[src/rtl/core/tos_pkg.sv]
// Shared types and constants for the TCP option scanner.
package tos_pkg;

  localparam int unsigned IN_W  = 40;
  localparam int unsigned OUT_W = 120;

  localparam logic [5:0] POS_MAX    = 6'd63;
  localparam logic [5:0] DOFF_POS   = 6'd12;
  localparam logic [5:0] OPT_START  = 6'd20;
  localparam logic [5:0] SHORT_HDR  = 6'd33;
  localparam logic [5:0] TS_MIN_HDR = 6'd30;

  localparam logic [7:0] KIND_EOL    = 8'd0;
  localparam logic [7:0] KIND_NOP    = 8'd1;
  localparam logic [7:0] KIND_WSCALE = 8'd3;
  localparam logic [7:0] KIND_TSTAMP = 8'd8;
  localparam logic [7:0] MIN_OPT_LEN = 8'd2;

  localparam logic [5:0] OFF_SCALE    = 6'd2;
  localparam logic [5:0] OFF_TSV_LO   = 6'd2;
  localparam logic [5:0] OFF_TSV_HI   = 6'd5;
  localparam logic [5:0] OFF_TSE_LO   = 6'd6;
  localparam logic [5:0] OFF_TSE_HI   = 6'd9;

  typedef enum logic [3:0] {
    PH_KIND = 4'b0001,
    PH_LEN  = 4'b0010,
    PH_BODY = 4'b0100,
    PH_STOP = 4'b1000
  } phase_t;

  // One classified header byte on its way from the front to the walker.
  typedef struct packed {
    logic [7:0]  hdr_byte;
    logic        last;
    logic [31:0] now_us;
    logic [5:0]  pos;
    logic [5:0]  hlen;
    logic        walk_en;
    logic        truncated;
  } tos_item_t;

  typedef struct packed {
    logic [5:0]  header_bytes;
    logic [7:0]  window_scale;
    logic        scale_found;
    logic        timestamp_found;
    logic [31:0] ts_value;
    logic [31:0] ts_echo;
    logic [31:0] rtt_sample;
    logic        malformed;
  } tos_result_t;

endpackage

[src/rtl/core/tos_front.sv]
// Front end: counts header bytes, takes the data offset and classifies each item.
module tos_front import tos_pkg::*; (
  input  logic        clk,
  input  logic        rst_n,
  input  logic        accept,
  input  logic [7:0]  hdr_byte,
  input  logic        last_byte,
  input  logic [31:0] now_us,
  output tos_item_t   item
);

  logic [5:0] pos_r, pos_nxt;
  logic [5:0] hlen_r, hlen_nxt;
  logic [5:0] hlen_cur;
  logic [5:0] pos_inc;

  always_comb begin
    hlen_cur = (pos_r == DOFF_POS) ? {hdr_byte[7:4], 2'b00} : hlen_r;
    pos_inc  = (pos_r == POS_MAX) ? POS_MAX : pos_r + 6'd1;

    item.hdr_byte  = hdr_byte;
    item.last      = last_byte;
    item.now_us    = now_us;
    item.pos       = pos_r;
    item.hlen      = hlen_cur;
    item.walk_en   = (pos_r >= OPT_START) && (pos_r < hlen_cur);
    item.truncated = (pos_inc <= DOFF_POS) || (pos_inc < hlen_cur);

    pos_nxt  = pos_r;
    hlen_nxt = hlen_r;
    if (accept) begin
      if (last_byte) begin
        pos_nxt  = '0;
        hlen_nxt = '0;
      end else begin
        pos_nxt  = pos_inc;
        hlen_nxt = hlen_cur;
      end
    end
  end

  always_ff @(posedge clk) begin
    if (!rst_n) begin
      pos_r  <= '0;
      hlen_r <= '0;
    end else begin
      pos_r  <= pos_nxt;
      hlen_r <= hlen_nxt;
    end
  end

endmodule

[src/rtl/core/tos_queue.sv]
// Two-entry queue between the byte classifier and the option walker.
module tos_queue import tos_pkg::*; (
  input  logic      clk,
  input  logic      rst_n,
  input  logic      push,
  input  tos_item_t push_item,
  output logic      full,
  input  logic      pop,
  output logic      pop_valid,
  output tos_item_t pop_item
);

  tos_item_t  slot_r [2];
  logic       wr_ptr_r, wr_ptr_nxt;
  logic       rd_ptr_r, rd_ptr_nxt;
  logic [1:0] count_r, count_nxt;

  assign full      = (count_r == 2'd2);
  assign pop_valid = (count_r != 2'd0);
  assign pop_item  = slot_r[rd_ptr_r];

  always_comb begin
    wr_ptr_nxt = push ? ~wr_ptr_r : wr_ptr_r;
    rd_ptr_nxt = pop  ? ~rd_ptr_r : rd_ptr_r;
    count_nxt  = count_r;
    if (push && !pop) begin
      count_nxt = count_r + 2'd1;
    end else if (pop && !push) begin
      count_nxt = count_r - 2'd1;
    end
  end

  always_ff @(posedge clk) begin
    if (push) begin
      slot_r[wr_ptr_r] <= push_item;
    end
  end

  always_ff @(posedge clk) begin
    if (!rst_n) begin
      wr_ptr_r <= 1'b0;
      rd_ptr_r <= 1'b0;
      count_r  <= '0;
    end else begin
      wr_ptr_r <= wr_ptr_nxt;
      rd_ptr_r <= rd_ptr_nxt;
      count_r  <= count_nxt;
    end
  end

`ifndef SYNTHESIS
  a_count_bound: assert property (@(posedge clk) disable iff (!rst_n)
    count_r <= 2'd2) else $error("queue count out of range");
  a_no_overflow: assert property (@(posedge clk) disable iff (!rst_n)
    push |-> (!full || pop)) else $error("push into a full queue");
  a_no_underflow: assert property (@(posedge clk) disable iff (!rst_n)
    pop |-> pop_valid) else $error("pop from an empty queue");
  a_ptr_balance: assert property (@(posedge clk) disable iff (!rst_n)
    (wr_ptr_r == rd_ptr_r) == (count_r == 2'd0 || count_r == 2'd2))
    else $error("queue pointers disagree with count");
`endif

endmodule

[src/rtl/core/tos_back.sv]
// Back end: walks the TCP options and registers one summary item per header.
module tos_back import tos_pkg::*; (
  input  logic               clk,
  input  logic               rst_n,
  input  logic               q_valid,
  input  tos_item_t          q_item,
  output logic               q_pop,
  output logic               out_tvalid,
  input  logic               out_tready,
  output logic [OUT_W-1:0]   out_tdata
);

  phase_t      phase_r, phase_nxt, phase_eff;
  logic [5:0]  next_at_r, next_at_nxt;
  logic [7:0]  kind_r, kind_nxt;
  logic [5:0]  start_r, start_nxt;
  logic [7:0]  scale_r, scale_nxt;
  logic        scale_seen_r, scale_seen_nxt;
  logic        stamp_seen_r, stamp_seen_nxt;
  logic [31:0] stamp_val_r, stamp_val_nxt;
  logic [31:0] stamp_echo_r, stamp_echo_nxt;
  logic        bad_len_r, bad_len_nxt;

  logic        out_valid_r;
  tos_result_t res_r, res_nxt;

  logic [5:0]  pos_inc;
  logic [8:0]  opt_end;
  logic [5:0]  off;
  logic        ts_ok;

  assign q_pop = q_valid && (!q_item.last || !out_valid_r || out_tready);

  always_comb begin
    pos_inc   = (q_item.pos == POS_MAX) ? POS_MAX : q_item.pos + 6'd1;
    opt_end   = {3'b000, start_r} + {1'b0, q_item.hdr_byte};
    off       = q_item.pos - start_r;
    phase_eff = (phase_r == PH_BODY && q_item.pos >= next_at_r) ? PH_KIND : phase_r;

    phase_nxt      = phase_r;
    next_at_nxt    = next_at_r;
    kind_nxt       = kind_r;
    start_nxt      = start_r;
    scale_nxt      = scale_r;
    scale_seen_nxt = scale_seen_r;
    stamp_seen_nxt = stamp_seen_r;
    stamp_val_nxt  = stamp_val_r;
    stamp_echo_nxt = stamp_echo_r;
    bad_len_nxt    = bad_len_r;

    if (q_pop && q_item.walk_en && phase_r != PH_STOP) begin
      phase_nxt = phase_eff;
      unique case (phase_eff)
        PH_KIND: begin
          if (q_item.hdr_byte == KIND_NOP) begin
            next_at_nxt = pos_inc;
          end else if (q_item.hdr_byte == KIND_EOL) begin
            phase_nxt = PH_STOP;
          end else begin
            kind_nxt  = q_item.hdr_byte;
            start_nxt = q_item.pos;
            phase_nxt = PH_LEN;
          end
        end
        PH_LEN: begin
          if (q_item.hdr_byte < MIN_OPT_LEN) begin
            bad_len_nxt = 1'b1;
            phase_nxt   = PH_STOP;
          end else begin
            next_at_nxt = (opt_end > {3'b000, POS_MAX}) ? POS_MAX : opt_end[5:0];
            phase_nxt   = PH_BODY;
          end
        end
        PH_BODY: begin
          if (kind_r == KIND_WSCALE && !scale_seen_r && off == OFF_SCALE) begin
            scale_nxt      = q_item.hdr_byte;
            scale_seen_nxt = 1'b1;
          end else if (kind_r == KIND_TSTAMP && !stamp_seen_r) begin
            if (off >= OFF_TSV_LO && off <= OFF_TSV_HI) begin
              stamp_val_nxt = {stamp_val_r[23:0], q_item.hdr_byte};
            end else if (off >= OFF_TSE_LO && off <= OFF_TSE_HI) begin
              stamp_echo_nxt = {stamp_echo_r[23:0], q_item.hdr_byte};
            end
            if (off == OFF_TSE_HI) begin
              stamp_seen_nxt = 1'b1;
            end
          end
        end
        PH_STOP: begin
        end
        default: begin
        end
      endcase
    end

    // The summary is taken from the state as it stands after this byte.
    ts_ok = stamp_seen_nxt && (q_item.hlen >= TS_MIN_HDR);
    res_nxt.header_bytes    = q_item.hlen;
    res_nxt.window_scale    = (q_item.hlen < SHORT_HDR) ? 8'd1 :
                              (scale_seen_nxt ? scale_nxt : 8'd0);
    res_nxt.scale_found     = scale_seen_nxt;
    res_nxt.timestamp_found = ts_ok;
    res_nxt.ts_value        = ts_ok ? stamp_val_nxt : 32'd0;
    res_nxt.ts_echo         = ts_ok ? stamp_echo_nxt : 32'd0;
    res_nxt.rtt_sample      = ts_ok ? (q_item.now_us - stamp_echo_nxt) : 32'd0;
    res_nxt.malformed       = bad_len_nxt || q_item.truncated;
  end

  always_ff @(posedge clk) begin
    if (!rst_n || (q_pop && q_item.last)) begin
      phase_r      <= PH_KIND;
      next_at_r    <= OPT_START;
      kind_r       <= '0;
      start_r      <= '0;
      scale_r      <= '0;
      scale_seen_r <= 1'b0;
      stamp_seen_r <= 1'b0;
      stamp_val_r  <= '0;
      stamp_echo_r <= '0;
      bad_len_r    <= 1'b0;
    end else begin
      phase_r      <= phase_nxt;
      next_at_r    <= next_at_nxt;
      kind_r       <= kind_nxt;
      start_r      <= start_nxt;
      scale_r      <= scale_nxt;
      scale_seen_r <= scale_seen_nxt;
      stamp_seen_r <= stamp_seen_nxt;
      stamp_val_r  <= stamp_val_nxt;
      stamp_echo_r <= stamp_echo_nxt;
      bad_len_r    <= bad_len_nxt;
    end
  end

  always_ff @(posedge clk) begin
    if (!rst_n) begin
      out_valid_r <= 1'b0;
    end else if (q_pop && q_item.last) begin
      out_valid_r <= 1'b1;
    end else if (out_tready) begin
      out_valid_r <= 1'b0;
    end
  end

  always_ff @(posedge clk) begin
    if (q_pop && q_item.last) begin
      res_r <= res_nxt;
    end
  end

  assign out_tvalid = out_valid_r;
  assign out_tdata  = {7'd0, res_r.malformed, res_r.rtt_sample, res_r.ts_echo,
                       res_r.ts_value, res_r.timestamp_found, res_r.scale_found,
                       res_r.window_scale, res_r.header_bytes};

`ifndef SYNTHESIS
  a_rtt_zero: assert property (@(posedge clk) disable iff (!rst_n)
    out_valid_r && !res_r.timestamp_found |-> res_r.rtt_sample == 32'd0)
    else $error("rtt reported without a timestamp");
  a_short_scale: assert property (@(posedge clk) disable iff (!rst_n)
    out_valid_r && res_r.header_bytes < SHORT_HDR |-> res_r.window_scale == 8'd1)
    else $error("short header must report a scale of one");
  a_no_drop: assert property (@(posedge clk) disable iff (!rst_n)
    out_valid_r && !out_tready |=> out_valid_r)
    else $error("result dropped while stalled");
`endif

endmodule

[src/rtl/core/tcp_option_scanner.sv]
// A header's last byte goes through the queue and then the result register, which raises
// out_tvalid with its summary item; it waits in the queue while an earlier one is stalled.
// Throughput: one header byte per cycle unless stalled; a two-entry queue parts the byte
// classifier from the option walker, and a registered result slot lets bytes flow on.
// Reset: synchronous, active low; clears the position counters, walk state and queue.
// Top level of the TCP option scanner.
module tcp_option_scanner import tos_pkg::*; (
  input  logic             clk,
  input  logic             rst_n,
  input  logic             in_tvalid,
  output logic             in_tready,
  input  logic [IN_W-1:0]  in_tdata,   // [7:0] hdr_byte, [39:8] now_us
  input  logic             in_tlast,
  output logic             out_tvalid,
  input  logic             out_tready,
  output logic [OUT_W-1:0] out_tdata   // [5:0] header_bytes, [13:6] window_scale,
                                       // [14] scale_found, [15] timestamp_found,
                                       // [47:16] ts_value, [79:48] ts_echo,
                                       // [111:80] rtt_sample, [112] malformed
);

  tos_item_t front_item;
  tos_item_t q_item;
  logic      q_full;
  logic      q_valid;
  logic      q_pop;
  logic      accept;

  assign in_tready = !q_full;
  assign accept    = in_tvalid && in_tready;

  tos_front u_front (
    .clk       (clk),
    .rst_n     (rst_n),
    .accept    (accept),
    .hdr_byte  (in_tdata[7:0]),
    .last_byte (in_tlast),
    .now_us    (in_tdata[39:8]),
    .item      (front_item)
  );

  tos_queue u_queue (
    .clk       (clk),
    .rst_n     (rst_n),
    .push      (accept),
    .push_item (front_item),
    .full      (q_full),
    .pop       (q_pop),
    .pop_valid (q_valid),
    .pop_item  (q_item)
  );

  tos_back u_back (
    .clk        (clk),
    .rst_n      (rst_n),
    .q_valid    (q_valid),
    .q_item     (q_item),
    .q_pop      (q_pop),
    .out_tvalid (out_tvalid),
    .out_tready (out_tready),
    .out_tdata  (out_tdata)
  );

endmodule

[config.mk]
export PLATFORM = sky130hd
export DESIGN_NAME = tcp_option_scanner
export DESIGN_NICKNAME = d
export VERILOG_FILES = /design/src/rtl/core/tos_pkg.sv /design/src/rtl/core/tos_front.sv /design/src/rtl/core/tos_queue.sv /design/src/rtl/core/tos_back.sv /design/src/rtl/core/tcp_option_scanner.sv
export SDC_FILE = /design/constraint.sdc
export NUM_CORES = 1
export LEC_CHECK = 0
export BUFFER_PORTS_ARGS = -buffer_cell sky130_fd_sc_hd__buf_2
export CAP_MARGIN = 25
export CORE_UTILIZATION = 37
export CTS_CLUSTER_DIAMETER = 50
export DETAILED_ROUTE_END_ITERATION = 7
export RECOVER_POWER = 100
export SLEW_MARGIN = 10
export SYNTH_ARGS = -nofsm -noshare
export SYNTH_HDL_FRONTEND = slang
export SYNTH_SLANG_ARGS = --single-unit
[constraint.sdc]
create_clock -name clk -period 10.2 [get_ports clk]
set_clock_uncertainty 0.2 [all_clocks]
set_input_delay 2.55 -clock clk [delete_from_list [all_inputs] [get_ports clk]]
set_output_delay 2.55 -clock clk [all_outputs]
set_load 0.005 [all_outputs]
==> flow_summary.json <==
{
  "fmax_mhz": 118.3,
  "ff2ff_setup_slack_ps": 1750,
  "cp_max_fo": 43,
  "antenna_found_initial": 0,
  "cts.sinks": 340,
  "synth.distinct_cells": 85,
  "nets": 1605,
  "grt_pass1_wl_um": 59750,
  "ys_ff_latch": 340,
  "dpl.hpwl_um": 27800,
  "syn_inst": 1340,
  "clk_pin_slew_worst_paths_ps": 60,
  "ios": 167,
  "slew_headroom": -1.302,
  "tns_ps": 0,
  "crit_buf_inv": 2,
  "synth.most_common_cell": "nor2_1",
  "avgViaCountPerCell": 5.193,
  "fin_cells": 2076,
  "cts_buffer_depth": 3,
  "htree_levels": 2,
  "synth_top_area_frac": 0.4275,
  "synth.avg_cell_area_sq_um": 11.69,
  "cts-root-buf": "clkbuf_16",
  "start_util": 0.3743,
  "fin_crit_ps": 8451,
  "wl_um": 39260,
  "ys_top_cells_by_count": "nor2_1 (224), edfxtp_1 (223), dfxtp_1 (117)",
  "finalSetupViolations": 0,
  "cp.required_ps": 10300,
  "cp-end-kind": "flip-flop",
  "drive_above_1_share": 0.1249,
  "hold_buffers": 0,
  "dr.pass1.iters": 5,
  "outcome": "finished, violations left",
  "critPathSlowestCell": "dfxtp_1",
  "num_rows": 75,
  "wire_per_inst_um": 18.91,
  "path_delay_family": "compound AO/OA/AOI/OAI gates",
  "grt_pass1_vias": 10480,
  "drt-met1-wl_um": 18300,
  "synth_ff_type": "edfxtp_1",
  "seq_area_frac_synth": 0.5770,
  "cts_buffers": 40,
  "power_density_nw_per_um2": 253.4,
  "fin_ws_ps": 1749,
  "top_layer": "met4",
  "die_h_um": 207.8,
  "grt_start_max_net_pins": 96,
  "path_cells": "buf_4, mux2i_1, inv_1, ha_1, nand3_1, o21ai_0, a31o_1, nor2_8, o21ai_0, ha_1, a21o_1, maj3_1, a211oi_1, a21oi_1, and4b_1, a311oi_1, o32ai_1, a21oi_1, o21ai_0, nor3b_1, or3_1",
  "drc": 0,
  "async_flop_share": 0,
  "fp.dieArea_sq_um": 43160,
  "grt_usage": 0.1795,
  "syn_area_sq_um": 15660,
  "crit_type": "reg -> reg",
  "violations": "max-capacitance violations, max-slew violations",
  "diodes": 0,
  "area_growth_syn_to_layout_pct": 15.78,
  "vdd_drop_max_mv": 0.1717,
  "die_x_um": 207.8,
  "leakage_nw": 6.344,
  "dp_cells": 2001,
  "antenna_left": 0,
  "clk_latency_ps": 550,
  "cpPeakStageDelay_ps": 910,
  "worstHoldPathType": "reg -> reg",
  "finalPower_mw": 4.596,
  "worst_path_most_repeated_cell": "o21ai_0",
  "cts_resized": 0,
  "ys_warn_count": 0,
  "numPortBuffers": 159,
  "gr-total-overflow": 0,
  "design_area_sq_um": 18130,
  "vias": 10780,
  "cp-start-kind": "flip-flop",
  "synth_area_leaders": "edfxtp_1 (43%), dfxtp_1 (15%), mux2i_1 (6.1%)",
  "arrival_ps": 8550,
  "synth_top_area_cell": "edfxtp_1",
  "hold_viol_final": 0,
  "finalCritPeriodShare": 0.8285,
  "cts_setup_buffers": 0,
  "core_area_sq_um": 41850,
  "gp_congestion": 0.9301,
  "dr_wl_met2_um": 17750,
  "wl_met3_um": 2114,
  "drt_iter0_drc": 791,
  "post-place-ws_ps": 2097,
  "synth_edf_count": 223,
  "placed_area_sq_um": 17060,
  "drv_slew": 321,
  "rsz0062_at_grt": "no",
  "cts_tree": "done",
  "cap_violations": 6,
  "tightest_slew_ps": 3453
}
==> cell usage in the layout, fill, tap and decap left out, types with 13 or more instances in the layout <==
cell type  Yosys  layout
nand2_1       54      54
mux2i_1       96      97
ha_1          51      51
inv_1         49      49
a22oi_1       13      13
mux2_2        40      32
nand2b_1      19      19
xnor2_1       34      34
o21ai_0       42      47
nand3_1       18      18
nor2b_1       21      21
nor3_1        19      20
edfxtp_1     223     223
a21o_1        27      27
nor2_1       224     223
a21oi_1       41      42
dfxtp_1      117     117
buf_2          3      75
clkbuf_1      38      99
clkbuf_16      0      40
==> area by class of cell <==
| type | count | area, sq um |
|---|---|---|
| clock buffers | 51 | 1062 |
| fillers | 3972 | 23720 |
| repair buffers | 174 | 794.5 |
| clock inverters | 22 | 205.2 |
| inverters | 49 | 183.9 |
| multi-input cells | 901 | 6176 |
| well taps | 539 | 674.4 |
| flip-flops and latches | 340 | 9039 |
==> worst paths after layout <==
kind,start,to,cells past startpoint
min reg2reg,u_front.hlen_r[0],u_front.hlen_r[0],2
max reg2reg,flip-flop,u_back.out_tdata[111],21
max,flip-flop,u_back.out_tdata[111],21
min,u_front.hlen_r[0],u_front.hlen_r[0],2
==> through the flow <==
stage | utilization | hold WS [ps]
2_1_floorplan | - | 204.8
3_3_place_gp | 0.4076 | 216.6
3_5_place_dp | 0.4076 | 225.7
4_1_cts | 0.4379 | 236.7
5_1_grt | 0.4333 | 246.6
6_report | 0.4333 | 241.0
==> report_power, final <==
part	leakage (nW)	internal (mW)	switching [mW]	total (mW)
Sequential	3.05	1.73	0.0820	1.81
Combinational	2.68	0.516	0.904	1.42
Clock	0.609	0.798	0.567	1.36
Total	6.34	3.04	1.55	4.60
==> sequential cells by signal, indices dropped and copies added (netlist names), named ones only <==
register             flops
u_back.scale_r           8
u_front.hlen_r           6
u_front.pos_r            6
u_back.kind_r            8
u_back.stamp_seen_r      1
u_back.stamp_val_r      32
u_back.stamp_echo_r     32
u_back.next_at_r         6
u_back.phase_r           4
u_queue.count_r          2
u_queue.rd_ptr_r         1
u_queue.wr_ptr_r         1
u_back.out_tdata       113
u_queue.slot_r         110
u_back.out_tvalid        1
u_back.bad_len_r         1
u_back.start_r           6
u_back.scale_seen_r      1
==> per-layer routing <==
metal | track usage | vias up
met1 | 0.2501 | 5192
met3 | 0.02965 | 74
li1 | - | 5204
met4 | 0.06641 | 0
met2 | 0.2810 | 311
met5 | 0 | -
==> worst reg2reg max path, cell delays in order (launching register included) <==
cell	delay [ps]
dfxtp_1	910
buf_4	650
mux2i_1	720
inv_1	160
ha_1	350
nand3_1	90
o21ai_0	400
a31o_1	480
nor2_8	210
o21ai_0	570
ha_1	350
a21o_1	190
maj3_1	360
a211oi_1	250
a21oi_1	70
and4b_1	180
a311oi_1	430
o32ai_1	230
a21oi_1	500
o21ai_0	340
nor3b_1	220
or3_1	360
==> logic make-up after synthesis <==
family / synth area share
simple gates: 0.1276
buf+inv: 0.02732
compound gates: 0.09913
xor+xnor: 0.02668
mux: 0.09098
flops: 0.5770
fa+ha+maj: 0.05104
other cells: 0.0002394
Power figures use the tool's default switching activity.
